==> src/sv/tdp_pkg.sv <==
// Package for the trial-division prime test.
// Holds the value widths, the controller/datapath command and status words.
// No dependencies.
package tdp_pkg;

   // Candidate width
   localparam int VALUE_WIDTH = 31;
   // Divisor width: holds floor(sqrt(2^VALUE_WIDTH - 1)) + 1
   localparam int DIV_WIDTH = VALUE_WIDTH / 2 + 1;
   // Square of the divisor
   localparam int SQ_WIDTH = 2 * DIV_WIDTH;
   // Bit counter for one long division
   localparam int CNT_WIDTH = $clog2(VALUE_WIDTH);
   localparam logic [CNT_WIDTH-1:0] STEP_LAST = CNT_WIDTH'(VALUE_WIDTH - 1);

   // Controller to datapath
   typedef struct packed {
      logic load;        // take a new candidate, divisor = 2
      logic init_div;    // start a long division by the current divisor
      logic div_step;    // one quotient bit
      logic next_div;    // divisor + 1, square updated
      logic write_res;   // load the result register
      logic res_prime;   // verdict written with write_res
   } tdp_cmd_type;

   // Datapath to controller
   typedef struct packed {
      logic lt_two;      // candidate below two
      logic sq_gt_n;     // divisor squared exceeds candidate
      logic rem_zero;    // last division left no remainder
      logic step_last;   // current division step is the last one
      logic res_busy;    // result register full and not taken this cycle
   } tdp_sts_type;

endpackage

==> src/sv/tdp_dpath.sv <==
// Datapath of the trial-division prime test.
// Candidate, divisor and its square, bit-serial remainder, result register; uses tdp_pkg.
module tdp_dpath
   import tdp_pkg::*;
(
   input  logic                   clock,
   input  logic                   reset,
   input  logic [VALUE_WIDTH-1:0] req_candidate,
   input  tdp_cmd_type            cmd,
   output tdp_sts_type            sts,
   input  logic                   rsp_ready,
   output logic                   rsp_valid,
   output logic [VALUE_WIDTH-1:0] rsp_tested_value,
   output logic                   rsp_is_prime
);

   logic [VALUE_WIDTH-1:0] cand_ff;
   logic [DIV_WIDTH-1:0]   div_ff;
   logic [SQ_WIDTH-1:0]    sq_ff;
   logic [DIV_WIDTH-1:0]   rem_ff, rem_in;
   logic [VALUE_WIDTH-1:0] shr_ff;
   logic [CNT_WIDTH-1:0]   cnt_ff;
   logic                   res_valid_ff;
   logic [VALUE_WIDTH-1:0] res_value_ff;
   logic                   res_prime_ff;
   logic [DIV_WIDTH:0]     trial;
   logic [DIV_WIDTH:0]     diff;

   // One restoring-division step: bring down the next bit, subtract if it fits
   assign trial  = {rem_ff, shr_ff[VALUE_WIDTH-1]};
   assign diff   = trial - {1'b0, div_ff};
   assign rem_in = (trial >= {1'b0, div_ff}) ? diff[DIV_WIDTH-1:0] : trial[DIV_WIDTH-1:0];

   // Candidate and divisor loop
   always_ff @(posedge clock) begin
      if (cmd.load) begin
         cand_ff <= req_candidate;
         div_ff  <= DIV_WIDTH'(2);
         sq_ff   <= SQ_WIDTH'(4);
      end else if (cmd.next_div) begin
         // (d+1)^2 = d^2 + 2d + 1
         div_ff <= div_ff + DIV_WIDTH'(1);
         sq_ff  <= sq_ff + SQ_WIDTH'({div_ff, 1'b1});
      end
   end

   // Bit-serial remainder
   always_ff @(posedge clock) begin
      if (cmd.init_div) begin
         rem_ff <= '0;
         shr_ff <= cand_ff;
         cnt_ff <= '0;
      end else if (cmd.div_step) begin
         rem_ff <= rem_in;
         shr_ff <= {shr_ff[VALUE_WIDTH-2:0], 1'b0};
         cnt_ff <= cnt_ff + CNT_WIDTH'(1);
      end
   end

   // Result register
   always_ff @(posedge clock) begin
      if (reset) begin
         res_valid_ff <= 1'b0;
      end else if (cmd.write_res) begin
         res_valid_ff <= 1'b1;
      end else if (rsp_ready) begin
         res_valid_ff <= 1'b0;
      end
   end

   always_ff @(posedge clock) begin
      if (cmd.write_res) begin
         res_value_ff <= cand_ff;
         res_prime_ff <= cmd.res_prime;
      end
   end

   // Status
   assign sts.lt_two    = (cand_ff < VALUE_WIDTH'(2));
   assign sts.sq_gt_n   = (sq_ff > {{(SQ_WIDTH-VALUE_WIDTH){1'b0}}, cand_ff});
   assign sts.rem_zero  = (rem_ff == '0);
   assign sts.step_last = (cnt_ff == STEP_LAST);
   assign sts.res_busy  = res_valid_ff && !rsp_ready;

   assign rsp_valid        = res_valid_ff;
   assign rsp_tested_value = res_value_ff;
   assign rsp_is_prime     = res_prime_ff;

endmodule

==> config.mk <==
export PLATFORM = sky130hd
export DESIGN_NAME = tdp_dpath
export DESIGN_NICKNAME = d
export VERILOG_FILES = /design/src/sv/tdp_pkg.sv /design/src/sv/tdp_dpath.sv
export SDC_FILE = /design/constraint.sdc
export NUM_CORES = 1
export LEC_CHECK = 0
export BUFFER_PORTS_ARGS = -buffer_cell sky130_fd_sc_hd__buf_2
export CORE_ASPECT_RATIO = 0.8
export CORE_MARGIN = 2
export CORE_UTILIZATION = 37
export CTS_BUF_LIST = sky130_fd_sc_hd__clkbuf_4
export DETAILED_ROUTE_END_ITERATION = 10
export MAX_ROUTING_LAYER = met4
export PLACE_DENSITY_LB_ADDON = 0.25
export RECOVER_POWER = 50
export SETUP_SLACK_MARGIN = 0.5
export SLEW_MARGIN = 20
export SYNTH_ARGS = -nofsm -noshare
export SYNTH_HDL_FRONTEND = slang
export SYNTH_SLANG_ARGS = --single-unit
==> constraint.sdc <==
create_clock -name clock -period 2.7 [get_ports clock]
set_input_delay 0.54 -clock clock [delete_from_list [all_inputs] [get_ports clock]]
set_output_delay 0.54 -clock clock [all_outputs]
set_load 0.01 [all_outputs]
==> reports/qor.tcl <==
set qor(drc) 0
set qor(areaGrowthSynthToFinish_pct) 33.4
set qor(final_instance_area_mm2) 0.0115
set qor(synth_xor_area_share_pct) 4.86
set qor(vias) 6750
set qor(clock_latency_ps) 590
set qor(clkSlewWorstSetupHoldPaths_ps) 140
set qor(gr-max-usage-layer) {met2}
set qor(status) {complete, but fails checks}
set qor(hold_buffers) 0
set qor(number_of_endpoints_failing_setup_at_the_final_stage) 1
set qor(gpl.final_weighted_congestion) 0.839
set qor(violations_in_the_final_reports) {max-capacitance violations, max-slew violations, negative setup slack}
set qor(ant_nets) 0
set qor(leakagePower_nw) 4.66
set qor(power.density_mw_per_mm2) 724
set qor(cell_row_count) 49
set qor(met2_usage_pct) 27.4
set qor(layout-drive-gt1-share_pct) 37.8
set qor(worst_slew_slack_as_a_fraction_of_its_limit_pct) -29.1
set qor(cts_root_buf) {sky130_fd_sc_hd__clkbuf_4}
set qor(cap_viol_max_count) 1
set qor(yosys_warnings) 0
set qor(clock_path_buffers) 2
set qor(crit_path_max_fanout) 2
set qor(grt_pass1_vias) 6501
set qor(worst_ep_arrival_time_ps) 2740
set qor(final_period_minus_worst_setup_slack_ps) 3280
set qor(fp.dieArea_mm2) 0.0246
set qor(clock_tree_from_tritoncts) {done}
set qor(setup_tns_ps) -583
set qor(vdd_ir_drop_max_mv) 0.411
set qor(start_util_pct) 38.1
set qor(reg2regPathDepth) 12
set qor(grtUsageTotal_pct) 18.5
set qor(timing.critical_path.to_type) {output pin}
set qor(syn_nets) 917
set qor(fin_crit_sh_pct) 122
set qor(post_synth_num_cell_types) 68
set qor(tritoncts.num_buffers) 17
set qor(routedWlPerCell_um) 16.9
set qor(holdPathStages) 2
set qor(hold_slack_ps) 107
set qor(clock_skew_ps) 23.6
set qor(chipHeight_um) 141
set qor(pin_count) 78
set qor(synth-edff-count) 94
set qor(fmaxAchievable_ghz) 0.305
set qor(port_buffers) 77
set qor(die_w_um) 175
set qor(hpwl_um) 15100
set qor(setup.worst_path.class) {flop to output pin}
set qor(synth.avg_cell_area_um2) 10.7
set qor(worst_ep_required_time_ps) 2160
set qor(synth.cell_area_mm2) 0.00864
set qor(synth_seq_cells) 164
set qor(synth_seq_area_share_pct) 48.9
set qor(route.final.wire_length_um) 22400
set qor(post-place-ws_ps) -166
set qor(tritoncts_num_sinks) 164
set qor(rsz_0062_raised_after_global_routing) {true}
set qor(grt_start_max_net_pins) 53
set qor(detailed_place.area_mm2) 0.00998
set qor(async_set_or_reset_register_ratio_after_synthesis_pct) 0
set qor(synth-simple-area-share_pct) 13.5
set qor(detailedRoute.firstIterationViolations) 413
set qor(min-delay-path-class) {primary input to flop}
set qor(worst_pin_slew_ps) 1940
set qor(yosys-mux-area-fraction_pct) 5.66
set qor(first_pass_iters) 5
set qor(grt.met1_usage_pct) 26.0
set qor(syn-instance-count) 809
set qor(area_share_of_fa_ha_maj_cells_after_synthesis_pct) 10.0
set qor(grt_remaining_overflow) 0
set qor(fin_ws_ps) -583
set qor(startpoint_type) {flop}
set qor(nets) 1108
set qor(grt_use_met3_pct) 3.72
set qor(global_route_wire_length_before_repair_um) 34600
set qor(design_power_total_w) 0.00835
set qor(max_slew_violation_total_from_the_final_report) 34
set qor(route.detailed.vias_per_inst) 5.11
set qor(report.final.hold_viol_count) 0
set qor(initial_antenna_violation_count) 1
set qor(synth_top_family_by_area) {simple AND/OR/NAND/NOR gates}
set qor(floorplan.core_area_mm2) 0.0227
set qor(clock_tree.htree_level_count) 4
set qor(main_synth_ff_type) {sky130_fd_sc_hd__edfxtp_1}
set qor(synth-compound-area-share_pct) 13.3
-- state kept, by name (all words and copies together) (netlist names) --
| signal | flops |
|---|---|
| div_ff | 16 |
| cand_ff | 31 |
| rsp_is_prime | 1 |
| sq_ff | 32 |
| rem_ff | 16 |
| cnt_ff | 5 |
| shr_ff | 31 |
| rsp_tested_value | 31 |
| rsp_valid | 1 |
-- cells in the final DEF, fill, tap and decap left out, drive strengths merged, types with 18 or more instances in the layout --
| cell | n |
|---|---|
| o21ai | 31 |
| edfxtp | 94 |
| buf | 158 |
| inv | 64 |
| a211oi | 20 |
| nand2 | 54 |
| mux2 | 31 |
| clkbuf | 56 |
| a21oi | 37 |
| dfxtp | 70 |
| xnor2 | 35 |
| nand4 | 18 |
| ha | 66 |
| nor2 | 76 |
| nand3 | 19 |
-- through the flow --
step	util, %	instances
4_1_cts	49.3	1305
5_1_grt	50.8	1320
6_report	50.8	1320
3_5_place_dp	44.0	1237
3_3_place_gp	44.0	1237
2_1_floorplan	-	809
-- where the power goes --
group          switching [W]  internal, W  leakage (nW)
sequential          0.000214      0.00290          1.52
clock               0.000903     0.000971         0.199
combinational        0.00161      0.00174          2.95
total                0.00273      0.00562          4.66
-- area by class of cell --
cell class | count | area, um2
Clock inverter | 11 | 223
Inverter | 62 | 243
Antenna cell | 1 | 2.50
Clock buffer | 21 | 158
Timing Repair Buffer | 193 | 1200
Multi-Input combinational cell | 562 | 5040
Sequential cell | 164 | 4280
Tap cell | 306 | 383
Fill cell | 2072 | 11200
-- synth_stat cells, types with 8 or more instances --
master | count | share of area [%]
sky130_fd_sc_hd__clkbuf_1 | 10 | 0.43
sky130_fd_sc_hd__edfxtp_1 | 94 | 33
sky130_fd_sc_hd__a21oi_1 | 35 | 2.0
sky130_fd_sc_hd__nor4_1 | 12 | 0.87
sky130_fd_sc_hd__dfxtp_1 | 70 | 16
sky130_fd_sc_hd__a21o_1 | 17 | 1.5
sky130_fd_sc_hd__xor2_1 | 13 | 1.3
sky130_fd_sc_hd__o21ai_0 | 28 | 1.6
sky130_fd_sc_hd__nor3_1 | 8 | 0.46
sky130_fd_sc_hd__or3_1 | 12 | 0.87
sky130_fd_sc_hd__nand3_1 | 19 | 1.1
sky130_fd_sc_hd__mux2_2 | 30 | 3.9
sky130_fd_sc_hd__ha_1 | 66 | 9.6
sky130_fd_sc_hd__nand4_1 | 18 | 1.3
sky130_fd_sc_hd__a211oi_1 | 19 | 1.7
sky130_fd_sc_hd__xnor2_1 | 35 | 3.5
sky130_fd_sc_hd__mux2i_1 | 14 | 1.6
sky130_fd_sc_hd__inv_1 | 61 | 2.6
sky130_fd_sc_hd__nand2_1 | 54 | 2.3
sky130_fd_sc_hd__nor2_1 | 76 | 3.3
-- final timing paths --
| path | from | to | slack (ps) |
|---|---|---|---|
| max | cand_ff[17] | sts[3] | -580 |
| min | reset | rsp_valid | 110 |
| max reg2reg | shr_ff[30] | rem_ff[8] | 110 |
| min reg2reg | sq_ff[9] | sq_ff[9] | 520 |
-- metal layers --
metal  wire, um  part of all wire, %
met5          0                    0
met2      10200                   45
met3        741                  3.3
met4        269                  1.2
met1      11200                   50
-- worst max-delay path, stage by stage, from the launching register on --
cell and delay [ps]:
sky130_fd_sc_hd__edfxtp_1 400, sky130_fd_sc_hd__inv_2 60, sky130_fd_sc_hd__ha_4 260, sky130_fd_sc_hd__nand3_2 60, sky130_fd_sc_hd__or2_4 240, sky130_fd_sc_hd__nor3_4 150
sky130_fd_sc_hd__nand4_1 160, sky130_fd_sc_hd__a311oi_2 300, sky130_fd_sc_hd__o31ai_1 120, sky130_fd_sc_hd__a21oi_1 230, sky130_fd_sc_hd__buf_2 180
-- what timing repair did --
action                                 4_1_cts  5_1_grt
endpoints found under the hold margin        0        0
setup endpoints to repair                   40       40
buffers inserted                            35       13
pin swaps                                   60       35
cloned                                       1        1
resized for setup                          123       77
-- cell families (layout without fill, tap and decap cells) --
kind of cell | count (synthesis) | count (layout)
fa+ha+maj | 68 | 68
simple gates | 238 | 238
buf+inv | 83 | 287
flops | 164 | 164
mux | 45 | 45
xor+xnor | 48 | 48
other cells | 0 | 1
compound gates | 163 | 163
(Power assumes the default switching activity.)
